## src/rtl/ledag_pkg.sv

```systemverilog
// ----------------------------------------------------------------------------
// ledag_pkg
// shared widths, defaults, register indexes, status codes and beat types for
// the led drive auto-gain and lead detect block
// ----------------------------------------------------------------------------
package ledag_pkg;

  localparam int SAMPLE_W   = 12;
  localparam int DAC_W      = 10;
  localparam int DEB_W      = 7;
  localparam int BAND_W     = 10;
  localparam int LEAD_W     = 2;
  localparam int ADJ_W      = 3;
  localparam int CFG_IDX_W  = 3;
  localparam int CFG_DATA_W = 12;

  localparam int SAMPLE_MAX = (1 << SAMPLE_W) - 1;
  localparam int BAND_MAX   = (1 << BAND_W) - 1;
  localparam int DAC_MAX    = (1 << DAC_W) - 1;

  localparam int WINDOW_DEF       = 50;
  localparam int ROUGH_DELAY_DEF  = 30;
  localparam int FINE_DELAY_DEF   = 30;
  localparam int ROUGH_STEP_DEF   = 5;
  localparam int STABLE_COUNT_DEF = 3;

  localparam logic [SAMPLE_W-1:0] FINGER_OFF_RST = 12'd100;
  localparam logic [SAMPLE_W-1:0] PROBE_OFF_RST  = 12'd2000;
  localparam logic [DEB_W-1:0]    DEBOUNCE_RST   = 7'd100;
  localparam logic [SAMPLE_W-1:0] IR_CENTER_RST  = 12'd1350;
  localparam logic [SAMPLE_W-1:0] RED_CENTER_RST = 12'd1500;
  localparam logic [BAND_W-1:0]   FINE_BAND_RST  = 10'd150;
  localparam logic [DAC_W-1:0]    DAC_MAX_RST    = 10'd300;
  localparam logic [DAC_W-1:0]    DAC_MIN_RST    = 10'd20;

  localparam logic [CFG_IDX_W-1:0] CFG_FINGER_OFF = 3'd0;
  localparam logic [CFG_IDX_W-1:0] CFG_PROBE_OFF  = 3'd1;
  localparam logic [CFG_IDX_W-1:0] CFG_DEBOUNCE   = 3'd2;
  localparam logic [CFG_IDX_W-1:0] CFG_IR_CENTER  = 3'd3;
  localparam logic [CFG_IDX_W-1:0] CFG_RED_CENTER = 3'd4;
  localparam logic [CFG_IDX_W-1:0] CFG_FINE_BAND  = 3'd5;
  localparam logic [CFG_IDX_W-1:0] CFG_DAC_MAX    = 3'd6;
  localparam logic [CFG_IDX_W-1:0] CFG_DAC_MIN    = 3'd7;

  localparam logic [LEAD_W-1:0] LEAD_PROBE_OFF  = 2'd0;
  localparam logic [LEAD_W-1:0] LEAD_FINGER_OFF = 2'd1;
  localparam logic [LEAD_W-1:0] LEAD_FINGER_ON  = 2'd2;

  localparam logic [ADJ_W-1:0] ADJ_ROUGH_INIT = 3'd0;
  localparam logic [ADJ_W-1:0] ADJ_ROUGH_BUSY = 3'd1;
  localparam logic [ADJ_W-1:0] ADJ_FINE_INIT  = 3'd2;
  localparam logic [ADJ_W-1:0] ADJ_FINE_BUSY  = 3'd3;
  localparam logic [ADJ_W-1:0] ADJ_FINE_DONE  = 3'd4;

  typedef struct packed {
    logic [SAMPLE_W-1:0] red_sample;
    logic [SAMPLE_W-1:0] ir_sample;
  } ledag_sample_t;

  typedef struct packed {
    logic [DAC_W-1:0]  dac_level;
    logic [LEAD_W-1:0] lead_status;
    logic              lead_changed;
    logic [ADJ_W-1:0]  adjust_status;
    logic              adjust_changed;
  } ledag_result_t;

endpackage

```

## src/rtl/ledag_window.sv

```systemverilog
// ----------------------------------------------------------------------------
// ledag_window
// sliding window sum of one channel: sample memory with prefetched read of
// the oldest entry, per-entry valid bits, running sum
// ----------------------------------------------------------------------------
module ledag_window #(
  parameter int WINDOW = ledag_pkg::WINDOW_DEF,
  parameter int SUM_W  = $clog2(WINDOW * ledag_pkg::SAMPLE_MAX + 1)
) (
  input  logic                          clk,
  input  logic                          rst,
  input  logic                          commit,
  input  logic [ledag_pkg::SAMPLE_W-1:0] sample,
  output logic [SUM_W-1:0]              sum_next
);

  localparam int POS_W = $clog2(WINDOW);

  logic [ledag_pkg::SAMPLE_W-1:0] mem [WINDOW];
  logic [ledag_pkg::SAMPLE_W-1:0] rd_data;
  logic [ledag_pkg::SAMPLE_W-1:0] oldest;
  logic [WINDOW-1:0]              filled;
  logic [POS_W-1:0]               pos;
  logic [POS_W-1:0]               pos_next;
  logic [POS_W-1:0]               rd_addr;
  logic [SUM_W-1:0]               sum;

  assign pos_next = (pos == POS_W'(WINDOW - 1)) ? '0 : pos + 1'b1;
  assign rd_addr  = commit ? pos_next : pos;
  assign oldest   = filled[pos] ? rd_data : '0;
  assign sum_next = sum - SUM_W'(oldest) + SUM_W'(sample);

  always_ff @(posedge clk) begin
    if (rst) begin
      pos    <= '0;
      filled <= '0;
      sum    <= '0;
    end else if (commit) begin
      pos         <= pos_next;
      filled[pos] <= 1'b1;
      sum         <= sum_next;
    end
  end

  always_ff @(posedge clk) begin
    if (commit) begin
      mem[pos] <= sample;
    end
    rd_data <= mem[rd_addr];
  end

endmodule

```

## src/rtl/led_drive_autogain_lead_detect_top.sv

```systemverilog
// ----------------------------------------------------------------------------
// led_drive_autogain_lead_detect_top
// lead and finger detection with debounce, windowed averages per channel and
// rough then fine led drive level control
// the input stage registers a sample beat, the result buffer its result beat
// throughput: one sample beat per cycle when not stalled; the window memory
// read is prefetched for the next position so its single read port never
// limits the rate; a two-entry result buffer keeps sample_stall registered
// reset: synchronous; registers return to defaults, window valid bits clear at
// once, no clearing pass; drive level restarts at the default minimum
// ----------------------------------------------------------------------------
module led_drive_autogain_lead_detect_top #(
  parameter int WINDOW       = ledag_pkg::WINDOW_DEF,
  parameter int ROUGH_DELAY  = ledag_pkg::ROUGH_DELAY_DEF,
  parameter int FINE_DELAY   = ledag_pkg::FINE_DELAY_DEF,
  parameter int ROUGH_STEP   = ledag_pkg::ROUGH_STEP_DEF,
  parameter int STABLE_COUNT = ledag_pkg::STABLE_COUNT_DEF
) (
  input  logic                             clk,
  input  logic                             rst,
  input  logic                             sample_valid,
  output logic                             sample_stall,
  input  ledag_pkg::ledag_sample_t         sample,
  output logic                             result_valid,
  input  logic                             result_stall,
  output ledag_pkg::ledag_result_t         result,
  input  logic                             cfg_valid,
  output logic                             cfg_ready,
  input  logic [ledag_pkg::CFG_IDX_W-1:0]  cfg_index,
  input  logic [ledag_pkg::CFG_DATA_W-1:0] cfg_data
);

  localparam int SW     = ledag_pkg::SAMPLE_W;
  localparam int DW     = ledag_pkg::DAC_W;
  localparam int SUM_W  = $clog2(WINDOW * ledag_pkg::SAMPLE_MAX + 1);
  localparam int PROD_W = $clog2((ledag_pkg::SAMPLE_MAX + ledag_pkg::BAND_MAX) * WINDOW + 1);
  localparam int RUN_W  = $clog2(STABLE_COUNT + 1);
  localparam int RDLY_W = $clog2(ROUGH_DELAY + 1);
  localparam int FDLY_W = $clog2(FINE_DELAY + 1);
  localparam int STEP_W = $clog2(ledag_pkg::DAC_MAX + ROUGH_STEP + 1);
  localparam int DEB_W  = ledag_pkg::DEB_W;

  typedef enum logic [1:0] {
    ST_INIT,
    ST_UNSTABLE,
    ST_STABLE
  } stab_t;

  // configuration
  logic [SW-1:0]                   finger_off_level;
  logic [SW-1:0]                   probe_off_level;
  logic [DEB_W-1:0]                debounce_count;
  logic [SW-1:0]                   ir_center;
  logic [SW-1:0]                   red_center;
  logic [ledag_pkg::BAND_W-1:0]    fine_band;
  logic [DW-1:0]                   dac_max;
  logic [DW-1:0]                   dac_min;

  // pipeline and result buffer
  ledag_pkg::ledag_sample_t        s1_data;
  logic                            s1_valid;
  ledag_pkg::ledag_result_t        res_data;
  ledag_pkg::ledag_result_t        skid_data;
  ledag_pkg::ledag_result_t        res_new;
  logic                            res_valid;
  logic                            skid_valid;
  logic                            accept;
  logic                            commit;
  logic                            res_take;

  // control state
  logic                            probe_on;
  logic                            finger_on;
  logic [DEB_W-1:0]                probe_off_run;
  logic [DEB_W-1:0]                probe_on_run;
  logic [DEB_W-1:0]                finger_off_run;
  logic [DEB_W-1:0]                finger_on_run;
  stab_t                           rough_state;
  logic [RUN_W-1:0]                rough_stable_run;
  logic [RDLY_W-1:0]               rough_delay;
  stab_t                           fine_state;
  logic [FDLY_W-1:0]               fine_delay;
  logic [DW-1:0]                   drive_level;

  logic                            probe_on_next;
  logic                            finger_on_next;
  logic [DEB_W-1:0]                probe_off_run_next;
  logic [DEB_W-1:0]                probe_on_run_next;
  logic [DEB_W-1:0]                finger_off_run_next;
  logic [DEB_W-1:0]                finger_on_run_next;
  stab_t                           rough_state_next;
  logic [RUN_W-1:0]                rough_stable_run_next;
  logic [RDLY_W-1:0]               rough_delay_next;
  stab_t                           fine_state_next;
  logic [FDLY_W-1:0]               fine_delay_next;
  logic [DW-1:0]                   drive_level_next;
  logic                            lead_flip;
  logic                            adj_flip;

  // window sums and limits
  logic [SUM_W-1:0]                ir_sum_next;
  logic [SUM_W-1:0]                red_sum_next;
  logic [PROD_W-1:0]               ir_sum_ext;
  logic [PROD_W-1:0]               red_sum_ext;
  logic [SW:0]                     ir_lo;
  logic [SW:0]                     red_lo;
  logic [SW:0]                     ir_hi;
  logic [SW:0]                     red_hi;
  logic                            rough_ok;
  logic                            fine_low;
  logic                            fine_high;
  logic [SW-1:0]                   red_s;
  logic [SW-1:0]                   ir_s;

  assign cfg_ready    = 1'b1;
  assign sample_stall = s1_valid & skid_valid;
  assign accept       = sample_valid & ~sample_stall;
  assign commit       = s1_valid & ~skid_valid;
  assign res_take     = res_valid & ~result_stall;
  assign result_valid = res_valid;
  assign result       = res_data;

  always_ff @(posedge clk) begin
    if (rst) begin
      finger_off_level <= ledag_pkg::FINGER_OFF_RST;
      probe_off_level  <= ledag_pkg::PROBE_OFF_RST;
      debounce_count   <= ledag_pkg::DEBOUNCE_RST;
      ir_center        <= ledag_pkg::IR_CENTER_RST;
      red_center       <= ledag_pkg::RED_CENTER_RST;
      fine_band        <= ledag_pkg::FINE_BAND_RST;
      dac_max          <= ledag_pkg::DAC_MAX_RST;
      dac_min          <= ledag_pkg::DAC_MIN_RST;
    end else if (cfg_valid && cfg_ready) begin
      unique case (cfg_index)
        ledag_pkg::CFG_FINGER_OFF: finger_off_level <= cfg_data[SW-1:0];
        ledag_pkg::CFG_PROBE_OFF:  probe_off_level  <= cfg_data[SW-1:0];
        ledag_pkg::CFG_DEBOUNCE:   debounce_count   <= cfg_data[DEB_W-1:0];
        ledag_pkg::CFG_IR_CENTER:  ir_center        <= cfg_data[SW-1:0];
        ledag_pkg::CFG_RED_CENTER: red_center       <= cfg_data[SW-1:0];
        ledag_pkg::CFG_FINE_BAND:  fine_band        <= cfg_data[ledag_pkg::BAND_W-1:0];
        ledag_pkg::CFG_DAC_MAX:    dac_max          <= cfg_data[DW-1:0];
        ledag_pkg::CFG_DAC_MIN:    dac_min          <= cfg_data[DW-1:0];
      endcase
    end
  end

  assign red_s = s1_data.red_sample;
  assign ir_s  = s1_data.ir_sample;

  ledag_window #(
    .WINDOW (WINDOW),
    .SUM_W  (SUM_W)
  ) u_ir_window (
    .clk      (clk),
    .rst      (rst),
    .commit   (commit),
    .sample   (ir_s),
    .sum_next (ir_sum_next)
  );

  ledag_window #(
    .WINDOW (WINDOW),
    .SUM_W  (SUM_W)
  ) u_red_window (
    .clk      (clk),
    .rst      (rst),
    .commit   (commit),
    .sample   (red_s),
    .sum_next (red_sum_next)
  );

  // window sums against center lines scaled by the window length
  assign ir_sum_ext  = PROD_W'(ir_sum_next);
  assign red_sum_ext = PROD_W'(red_sum_next);
  assign ir_lo  = {1'b0, ir_center} - (SW + 1)'(fine_band);
  assign red_lo = {1'b0, red_center} - (SW + 1)'(fine_band);
  assign ir_hi  = {1'b0, ir_center} + (SW + 1)'(fine_band);
  assign red_hi = {1'b0, red_center} + (SW + 1)'(fine_band);

  assign rough_ok =
    (ir_sum_ext <= PROD_W'(ir_center) * PROD_W'(WINDOW)) &&
    (red_sum_ext <= PROD_W'(red_center) * PROD_W'(WINDOW));

  // negative low edge never matches
  assign fine_low =
    (!ir_lo[SW] && (ir_sum_ext <= PROD_W'(ir_lo[SW-1:0]) * PROD_W'(WINDOW))) ||
    (!red_lo[SW] && (red_sum_ext <= PROD_W'(red_lo[SW-1:0]) * PROD_W'(WINDOW)));
  assign fine_high =
    (ir_sum_ext >= PROD_W'(ir_hi) * PROD_W'(WINDOW)) ||
    (red_sum_ext >= PROD_W'(red_hi) * PROD_W'(WINDOW));

  // probe and finger debounce
  always_comb begin
    logic [DEB_W:0] run_inc;
    run_inc             = '0;
    probe_on_next       = probe_on;
    finger_on_next      = finger_on;
    probe_off_run_next  = probe_off_run;
    probe_on_run_next   = probe_on_run;
    finger_off_run_next = finger_off_run;
    finger_on_run_next  = finger_on_run;
    lead_flip           = 1'b0;

    if (probe_on) begin
      if (red_s >= probe_off_level || ir_s >= probe_off_level) begin
        probe_on_run_next = '0;
        run_inc = {1'b0, probe_off_run} + 1'b1;
        if (run_inc >= {1'b0, debounce_count}) begin
          probe_on_next      = 1'b0;
          lead_flip          = 1'b1;
          probe_off_run_next = '0;
        end else begin
          probe_off_run_next = run_inc[DEB_W-1:0];
        end
      end else begin
        probe_off_run_next = '0;
      end
    end else begin
      if (red_s < probe_off_level || ir_s < probe_off_level) begin
        run_inc = {1'b0, probe_on_run} + 1'b1;
        if (run_inc >= {1'b0, debounce_count}) begin
          probe_on_next     = 1'b1;
          lead_flip         = 1'b1;
          probe_on_run_next = '0;
        end else begin
          probe_on_run_next = run_inc[DEB_W-1:0];
        end
      end else begin
        probe_on_run_next = '0;
      end
    end

    if (finger_on) begin
      if (red_s <= finger_off_level || ir_s <= finger_off_level) begin
        finger_on_run_next = '0;
        run_inc = {1'b0, finger_off_run} + 1'b1;
        if (run_inc >= {1'b0, debounce_count}) begin
          finger_on_next      = 1'b0;
          lead_flip           = 1'b1;
          finger_off_run_next = '0;
        end else begin
          finger_off_run_next = run_inc[DEB_W-1:0];
        end
      end else begin
        finger_off_run_next = '0;
      end
    end else begin
      if (red_s > finger_off_level || ir_s > finger_off_level) begin
        run_inc = {1'b0, finger_on_run} + 1'b1;
        if (run_inc >= {1'b0, debounce_count}) begin
          finger_on_next     = 1'b1;
          lead_flip          = 1'b1;
          finger_on_run_next = '0;
        end else begin
          finger_on_run_next = run_inc[DEB_W-1:0];
        end
      end else begin
        finger_on_run_next = '0;
      end
    end
  end

  // rough then fine level control
  always_comb begin
    logic [RUN_W-1:0]  run_inc;
    logic [RDLY_W-1:0] rdly_inc;
    logic [FDLY_W-1:0] fdly_inc;
    run_inc               = '0;
    rdly_inc              = '0;
    fdly_inc              = '0;
    rough_state_next      = rough_state;
    rough_stable_run_next = rough_stable_run;
    rough_delay_next      = rough_delay;
    fine_state_next       = fine_state;
    fine_delay_next       = fine_delay;
    drive_level_next      = drive_level;
    adj_flip              = 1'b0;

    if (probe_on_next && finger_on_next) begin
      if (rough_ok) begin
        run_inc = rough_stable_run + 1'b1;
        if (run_inc >= RUN_W'(STABLE_COUNT)) begin
          rough_stable_run_next = '0;
          if (rough_state != ST_STABLE) begin
            rough_state_next = ST_STABLE;
            adj_flip         = 1'b1;
          end
        end else begin
          rough_stable_run_next = run_inc;
        end
      end else begin
        rough_stable_run_next = '0;
        if (rough_state != ST_UNSTABLE) begin
          rough_state_next = ST_UNSTABLE;
          adj_flip         = 1'b1;
        end
      end
      if (rough_state_next == ST_UNSTABLE) begin
        rdly_inc = rough_delay + 1'b1;
        if (rdly_inc >= RDLY_W'(ROUGH_DELAY)) begin
          rough_delay_next = '0;
          if (STEP_W'(drive_level) + STEP_W'(ROUGH_STEP) <= STEP_W'(dac_max)) begin
            drive_level_next = DW'(STEP_W'(drive_level) + STEP_W'(ROUGH_STEP));
          end else begin
            drive_level_next      = dac_min;
            rough_state_next      = ST_INIT;
            rough_stable_run_next = '0;
            fine_state_next       = ST_INIT;
            rough_delay_next      = '0;
          end
        end else begin
          rough_delay_next = rdly_inc;
        end
      end
    end

    if (rough_state_next == ST_STABLE) begin
      if (fine_low || fine_high) begin
        if (fine_state != ST_UNSTABLE) begin
          fine_state_next = ST_UNSTABLE;
          adj_flip        = 1'b1;
        end
        fdly_inc = fine_delay + 1'b1;
        if (fdly_inc >= FDLY_W'(FINE_DELAY)) begin
          fine_delay_next = '0;
          if (fine_low && ({1'b0, drive_level} >= {1'b0, dac_min} + 1'b1)) begin
            drive_level_next = drive_level - 1'b1;
          end else if (!fine_low && ({1'b0, drive_level} + 1'b1 <= {1'b0, dac_max})) begin
            drive_level_next = drive_level + 1'b1;
          end else begin
            drive_level_next      = dac_min;
            rough_state_next      = ST_INIT;
            rough_stable_run_next = '0;
            fine_state_next       = ST_INIT;
            rough_delay_next      = '0;
          end
        end else begin
          fine_delay_next = fdly_inc;
        end
      end else if (fine_state != ST_STABLE) begin
        fine_state_next = ST_STABLE;
        adj_flip        = 1'b1;
      end
    end
  end

  always_comb begin
    res_new.dac_level      = drive_level_next;
    res_new.lead_changed   = lead_flip;
    res_new.adjust_changed = adj_flip;
    if (!probe_on_next) begin
      res_new.lead_status = ledag_pkg::LEAD_PROBE_OFF;
    end else if (!finger_on_next) begin
      res_new.lead_status = ledag_pkg::LEAD_FINGER_OFF;
    end else begin
      res_new.lead_status = ledag_pkg::LEAD_FINGER_ON;
    end
    if (rough_state_next == ST_UNSTABLE) begin
      res_new.adjust_status = ledag_pkg::ADJ_ROUGH_BUSY;
    end else if (rough_state_next != ST_STABLE) begin
      res_new.adjust_status = ledag_pkg::ADJ_ROUGH_INIT;
    end else if (fine_state_next == ST_UNSTABLE) begin
      res_new.adjust_status = ledag_pkg::ADJ_FINE_BUSY;
    end else if (fine_state_next == ST_STABLE) begin
      res_new.adjust_status = ledag_pkg::ADJ_FINE_DONE;
    end else begin
      res_new.adjust_status = ledag_pkg::ADJ_FINE_INIT;
    end
  end

  // state, input stage and result buffer
  always_ff @(posedge clk) begin
    if (rst) begin
      s1_valid         <= 1'b0;
      res_valid        <= 1'b0;
      skid_valid       <= 1'b0;
      probe_on         <= 1'b0;
      finger_on        <= 1'b0;
      probe_off_run    <= '0;
      probe_on_run     <= '0;
      finger_off_run   <= '0;
      finger_on_run    <= '0;
      rough_state      <= ST_INIT;
      rough_stable_run <= '0;
      rough_delay      <= '0;
      fine_state       <= ST_INIT;
      fine_delay       <= '0;
      drive_level      <= ledag_pkg::DAC_MIN_RST;
    end else begin
      if (accept) begin
        s1_data <= sample;
      end
      s1_valid <= accept | (s1_valid & ~commit);

      if (commit) begin
        probe_on         <= probe_on_next;
        finger_on        <= finger_on_next;
        probe_off_run    <= probe_off_run_next;
        probe_on_run     <= probe_on_run_next;
        finger_off_run   <= finger_off_run_next;
        finger_on_run    <= finger_on_run_next;
        rough_state      <= rough_state_next;
        rough_stable_run <= rough_stable_run_next;
        rough_delay      <= rough_delay_next;
        fine_state       <= fine_state_next;
        fine_delay       <= fine_delay_next;
        drive_level      <= drive_level_next;
      end

      if (skid_valid) begin
        if (res_take) begin
          res_data   <= skid_data;
          skid_valid <= 1'b0;
        end
      end else if (commit) begin
        if (!res_valid || res_take) begin
          res_data  <= res_new;
          res_valid <= 1'b1;
        end else begin
          skid_data  <= res_new;
          skid_valid <= 1'b1;
        end
      end else if (res_take) begin
        res_valid <= 1'b0;
      end
    end
  end

endmodule
```

## config.mk

```make
export PLATFORM = sky130hd
export DESIGN_NAME = led_drive_autogain_lead_detect_top
export DESIGN_NICKNAME = d
export VERILOG_FILES = /design/src/rtl/ledag_pkg.sv /design/src/rtl/ledag_window.sv /design/src/rtl/led_drive_autogain_lead_detect_top.sv
export SDC_FILE = /design/constraint.sdc
export NUM_CORES = 2
export LEC_CHECK = 0
export BUFFER_PORTS_ARGS = -buffer_cell sky130_fd_sc_hd__buf_2
export CAP_MARGIN = 20
export CORE_UTILIZATION = 40
export DETAILED_ROUTE_END_ITERATION = 8
export GPL_TIMING_DRIVEN = 0
export PLACE_DENSITY_LB_ADDON = 0.05
export RECOVER_POWER = 25
export SLEW_MARGIN = 20
export SYNTH_ARGS = -nofsm -noshare
export SYNTH_HDL_FRONTEND = slang
export SYNTH_SLANG_ARGS = --single-unit
```

## constraint.sdc

```tcl
create_clock -name clk -period 22.7 [get_ports clk]
set_input_delay 2.27 -clock clk [delete_from_list [all_inputs] [get_ports clk]]
set_output_delay 2.27 -clock clk [all_outputs]
set_load 0.1 [all_outputs]
```

# Word level (Yosys, flattened, before mapping)
# Memory sizes are Yosys's and may differ from the RTL's. A register that Yosys moved wholly into a read port is not among the register bits.
# Cells that the tools add are included.
# totals
reg_bits,350
ramBits,1200
input_bits,44
output_inout_bits,20
word_cells,303
memories,2
# op_classes
addsub,22
multipliers,6
n_lt_le_gt_ge,28
n_eq_ne,23
mux,126
bitwise,14
reduce_logical,41
# mem_list
memory,depth,word_bits,read_ports,rd_ports_with_merged_regs,write_ports,line,source
u_ir_window.mem,50,12,1,1,1,ledag_window.sv:19,logic [ledag_pkg::SAMPLE_W-1:0] mem [WINDOW];
u_red_window.mem,50,12,1,1,1,ledag_window.sv:19,
# ops
op,n
50-bit OR,2
10-bit two-way mux,9
7-bit two-way mux,12
2-bit two-way mux,38
18-bit less-or-equal comparator,4
"12-bit by 5-bit multiplier with 17-bit output, second input constant",4
17-bit two-way mux,4
5-bit two-way mux,9
1-bit two-way mux,40
18-bit by 12-bit adder with 18-bit output,2
18-bit greater-or-equal comparator,2
18-bit by 12-bit subtractor with 18-bit output,2
"13-bit by 5-bit multiplier with 17-bit output, second input constant",2
"7-bit by 1-bit adder with 8-bit output, second input constant",4
8-bit by 7-bit greater-or-equal comparator with 1-bit output,4
12-bit by 10-bit adder with 13-bit output,2
2-bit AND reduction,13
12-bit by 10-bit subtractor with 13-bit output,2
12-bit greater-or-equal comparator,2
12-bit > comparator,2
12-bit less-or-equal comparator,2
12-bit < comparator,2
12-bit two-way mux,2
6-bit two-way mux,4
34 further kinds,91

# Depth between registers and ports, before layout
# logic_depth
depth_word,26
mapped_depth,38
mapped_depth_nobuf,34

# Cells and area by module
# From an unflattened synthesis, not the netlist that was laid out.
# hier_totals
hier_cells,6616
hier_area_um2,78144.9
# modules_own_cells
module,n_inst,cells_per_inst,area_each_um2,seq_area_each_um2
ledag_window (u_ir_window),1,2183,28299.6,19738.9
ledag_window (u_red_window),1,1846,27724.1,19738.9
led_drive_autogain_lead_detect_top,1,2587,22121.2,4624.4

# Worst setup path before layout
# No wires, ideal clock.
# synth_path
kind,reg2reg
startpoint,register u_red_window.pos[1]
endpoint,register res_data (netlist bit result[16]) (data pin)
setup_time_ns,0.260
arrival_ns,7.634
required_time_ns,22.440
slack_ns,14.806
stages_incl_launch_ff,37
path_buffers,4
synth_period_minus_slack_ns,7.894
cell_sequence,dfxtp_1 -> clkbuf_1 -> buf_1 -> mux2i_1 -> nor2_1 -> a21oi_1 -> nor2_1 -> a221oi_1 -> o22ai_1 -> nor3_1 -> clkbuf_1 -> nor2b_1 -> fa_1 -> inv_1 -> ha_1 -> nor2b_1 -> o21ai_0 -> a21boi_0 -> o21ai_0 -> a21oi_1 -> a211oi_1 -> nor3_1 -> o31ai_1 -> nand3_1 -> and2_1 -> ha_1 -> nand2_1 -> nor2_1 -> or4b_2 -> o31ai_1 -> o211ai_1 -> o21ai_1 -> a2bb2oi_4 -> nand3_4 -> buf_6 -> mux2i_2 -> mux2_2
# synth_between
elab_chain_cells,18
elab_cells_between_ends,34
cone_classes,2 x add/sub; 3 x order compare; 2 x eq/ne; 19 x mux; 8 x reduce/logical
# synth_lines
element,line,source
from (decl),ledag_window.sv:23,logic [POS_W-1:0] pos;
from (signal assigned),ledag_window.sv:39,pos <= pos_next;
1-bit binary-select mux with 6-bit select *,ledag_window.sv:30,assign oldest = filled[pos] ? rd_data : '0;
1-bit two-way mux (implied by the code) *,ledag_window.sv:30,
12-bit two-way mux *,ledag_window.sv:30,
18-bit by 12-bit subtractor with 18-bit output *,ledag_window.sv:31,assign sum_next = sum - SUM_W'(oldest) + SUM_W'(sample);
18-bit by 12-bit adder with 18-bit output *,ledag_window.sv:31,
named net red_sum_ext[16],led_drive_autogain_lead_detect_top.sv:104,logic [PROD_W-1:0] red_sum_ext;
"18-bit less-or-equal comparator, on equally long branches","led_drive_autogain_lead_detect_top.sv:182, led_drive_autogain_lead_detect_top.sv:187",
"1-bit logical AND, on equally long branches","led_drive_autogain_lead_detect_top.sv:181, led_drive_autogain_lead_detect_top.sv:187",
[4 not listed],n/a,
"10-bit two-way mux, or another cell as far along",led_drive_autogain_lead_detect_top.sv:279,if (probe_on_next && finger_on_next) begin
10-bit two-way mux or 2-bit two-way mux (tied branches),"led_drive_autogain_lead_detect_top.sv:324, led_drive_autogain_lead_detect_top.sv:279",
10-bit two-way mux or 2-bit == test (tied branches),"led_drive_autogain_lead_detect_top.sv:318, led_drive_autogain_lead_detect_top.sv:317",
10-bit two-way mux *,led_drive_autogain_lead_detect_top.sv:317,if (rough_state_next == ST_STABLE) begin
named net drive_level_next[9],led_drive_autogain_lead_detect_top.sv:96,logic [DW-1:0] drive_level_next;
17-bit two-way mux *,led_drive_autogain_lead_detect_top.sv:416,if (!res_valid || res_take) begin
17-bit two-way mux *,led_drive_autogain_lead_detect_top.sv:415,end else if (commit) begin
17-bit two-way mux *,led_drive_autogain_lead_detect_top.sv:410,if (skid_valid) begin
to (signal assigned),led_drive_autogain_lead_detect_top.sv:412,res_data <= skid_data;
to (signal assigned),led_drive_autogain_lead_detect_top.sv:417,res_data <= res_new;
to (decl),led_drive_autogain_lead_detect_top.sv:62,ledag_pkg::ledag_result_t res_data;
# Mark *: on every way through the listed nets, which the timed path passes. The rest lies on a longest branch. The select of a mux whose other input is x is not followed.
# A chain may end at the register's enable or synchronous reset.

# Worst setup path in the final report
# layout_path
startpoint,register u_ir_window.pos[1]
endpoint,register res_data (netlist bit result[12]) (data pin)
# layout_between
elab_chain_cells,18
elab_cells_between_ends,34
cone_classes,2 x add/sub; 3 x order compare; 2 x eq/ne; 19 x mux; 8 x reduce/logical
# layout_lines
element,line,source
from (decl),ledag_window.sv:23,
from (signal assigned),ledag_window.sv:39,
1-bit binary-select mux with 6-bit select *,ledag_window.sv:30,
1-bit two-way mux (implied by the code) *,ledag_window.sv:30,
12-bit two-way mux *,ledag_window.sv:30,
18-bit by 12-bit subtractor with 18-bit output *,ledag_window.sv:31,
18-bit by 12-bit adder with 18-bit output *,ledag_window.sv:31,
named net ir_sum_ext[16],led_drive_autogain_lead_detect_top.sv:103,logic [PROD_W-1:0] ir_sum_ext;
"18-bit less-or-equal comparator, on equally long branches","led_drive_autogain_lead_detect_top.sv:181, led_drive_autogain_lead_detect_top.sv:186",
"1-bit logical AND, on equally long branches","led_drive_autogain_lead_detect_top.sv:181, led_drive_autogain_lead_detect_top.sv:186",
[4 not listed],n/a,
"10-bit two-way mux, or another cell as far along",led_drive_autogain_lead_detect_top.sv:279,
10-bit two-way mux or 2-bit two-way mux (tied branches),"led_drive_autogain_lead_detect_top.sv:324, led_drive_autogain_lead_detect_top.sv:279",
10-bit two-way mux or 2-bit == test (tied branches),"led_drive_autogain_lead_detect_top.sv:318, led_drive_autogain_lead_detect_top.sv:317",
10-bit two-way mux *,led_drive_autogain_lead_detect_top.sv:317,
named net drive_level_next[5],led_drive_autogain_lead_detect_top.sv:96,
17-bit two-way mux *,led_drive_autogain_lead_detect_top.sv:416,
17-bit two-way mux *,led_drive_autogain_lead_detect_top.sv:415,
17-bit two-way mux *,led_drive_autogain_lead_detect_top.sv:410,
# Marked as above.

==> flow_summary.ini <==
[hold_path]
hold_class = reg -> reg
holdCritStartpoint = u_red_window.sum[6]
hold_depth = 2

[logic_synthesis]
ys_types = 94
synth.area.top_cells = edfxtp_1 (48%), ha_1 (8.7%), dfxtp_1 (8.0%)
yosys_warnings = 0
synth_top_area_share_pct = 48.1
synth-seq-cells = 1574
syn-num-nets = 7730
yosys.area.top_type = edfxtp_1
ys.flop_type = edfxtp_1
async_flop_share_pct = 0
netlist_area_um2 = 78600
syn_area_per_cell_um2 = 11.1
syn_inst = 7070
synth-edff-count = 1258
seq_area_frac_synth_pct = 56.1

[clocking]
clk_latency_ps = 850
path_clk_slew_ps = 60
cts_sinks = 1574
htreeDepth = 4
cts_hold_buf = 0
cts_resized = 0
cts_made_buffers = 177
post-cts-setup-buffers = 0
cts_tree = built
cts_buffer_depth = 3
root_buffer = clkbuf_16

[detailed_routing]
first_iter_violations = 5277
vias_per_cell = 5.56
drtAntennaViolNets = 0
drc = 0
dr_total_vias = 56700
dr.pass1.iters = 6
wl_um = 257000
routedWlPerCell_um = 25.2

[finish]
final_cells = 10200
mostFrequentLayoutCell = edfxtp_1
layout-drive-gt1-share_pct = 7.63
utilization_pct = 45.8
final_cell_mix = edfxtp_1 (1258), nand2_1 (1185), ha_1 (544), inv_1 (451), clkbuf_1 (421)
syn2layout_area_growth_pct = 13.6
nets = 8086

[sta]
period_needed_ps = 11300
period_share_pct = 49.8
skew_ps = 33.8
tns_ps = 0
setup-violations-final = 0
rsz0062_at_grt = no
fmax_ghz = 0.0885
max-slew-margin-rel_pct = 17.3
hold_viol = 0
max_slew.worst_pin.slew_ps = 1240
slew_violations = 0

[critical_path]
crit_required_ps = 23400
worst_path_max_delay_cell = nor3_1
slowest_delay_ps = 920
r2r-start = u_ir_window.pos[1]
crit_path_end_kind = register
cp_max_fo = 10
cp.arrival_ps = 12000
cp-startpoint = u_ir_window.pos[1]
r2r_cells = 33
startpoint_type = register
crit_type = reg -> reg

[power]
pwr-share-seq_pct = 38.8
power_density_nw_per_um2 = 91.4
swShare_pct = 32.6
p_comb_share_pct = 27.6
vdd_drop_max_mv = 0.0800
cellInternalPower_w = 0.00550
netSwitchingPower_w = 0.00267
p_clk_share_pct = 33.6
power.leakage_nw = 33.3

[floorplanning]
start_util_pct = 40.3
dieWidth_um = 445
row_count = 162
dieArea_um2 = 198000
fp.dieH_um = 445
boundaryPins = 64
coreArea_um2 = 195000

[grt]
antenna_found_initial = 7
grt_pass1_vias = 54800
track_usage_pct = 25.7
overflow = 0
grt_max_degree = 22
grt_pass1_wl_um = 373000

[placement]
post-place-cells = 9870
hpwl_um = 192000
gp_congestion = 0.947
port_buffers = 53

[flow_run]
drv_cap = 0

[status]
outcome = complete, no violations
## cell families after synthesis
kind of cell | Yosys count | share of synthesized area, %
and+or+nand+nor | 2308 | 13.3
DFF | 1574 | 56.1
AOI/OAI and AO/OA | 1447 | 12.6
buffers and inverters | 836 | 4.04
adders and majority gates | 616 | 10.5
xor gates and xnor gates | 183 | 2.04
muxes | 105 | 1.47
other | 1 | 0.00477
## registers in the layout, summed over array words and instances (netlist names), 17 cells and up
signal	cells
u_red_window.mem	600
u_ir_window.filled	50
u_red_window.sum	18
u_ir_window.sum	18
u_ir_window.mem	600
skid_data	17
u_red_window.filled	50
result	17
## power by group through the flow
stage	sequential (W)	combinational [W]	clock (W)
after global placement	0.00326	0.00218	0
after detailed placement	0.00323	0.00227	0
after CTS	0.00317	0.00228	0.00279
after floorplan	0.00323	0.00150	0
after global routing	0.00317	0.00253	0.00290
final	0.00316	0.00225	0.00275
## path summary, 6_finish.rpt
kind / to / slack [ps]
worst max-delay path: result[12] / 11400
worst min-delay path: u_red_window.sum[6] / 460
worst max register to register: result[12] / 11400
worst min register to register: u_red_window.sum[6] / 460
## cells in the mapped netlist (183+ instances only)
cell type and count:
nand3_1 229, nand2_1 1185, a211oi_1 240, nor2_1 324, and3_1 250, a311oi_1 183
clkbuf_1 335, inv_1 451, ha_1 544, a21oi_1 378, dfxtp_1 316, edfxtp_1 1258
## per-stage QoR
step	setup slack [ps]	power [W]	cell area, µm²	hold slack [ps]
final	11400	0.00816	89300	455
after global routing	10870	0.00860	89300	476
after CTS	11400	0.00824	89900	456
after detailed placement	11490	0.00550	84400	448
after global placement	11220	0.00544	82200	441
after floorplan	14810	0.00474	78600	435
## layer usage
| layer | GRT usage (%) | routed length, µm |
|---|---|---|
| met5 | 0 | 0 |
| met4 | 5.74 | 5640 |
| met3 | 3.75 | 14700 |
| met1 | 36.4 | 118000 |
| met2 | 41.6 | 119000 |
## cell type report
cell class	count	area [µm²]
Clock inverter	81	584
Antenna cell	3	7.51
Clock buffer	243	4860
Inverter	453	1700
Tap cell	2624	3280
Timing Repair Buffer	177	1600
Fill cell	18300	106000
Sequential cell	1574	44100
Buffer	383	1490
Multi-Input combinational cell	4660	31700
## critical path, delay by kind of cell (launching register included)
family                     cells  cell delay (ps)
muxes                          2              710
AOI/OAI and AO/OA             14             4780
adders and majority gates      3             1020
DFF                            1              410
and+or+nand+nor                7             2080
xor gates and xnor gates       1              380
buffers and inverters          6             1750
Note: power is estimated with default switching activity, not from simulation.
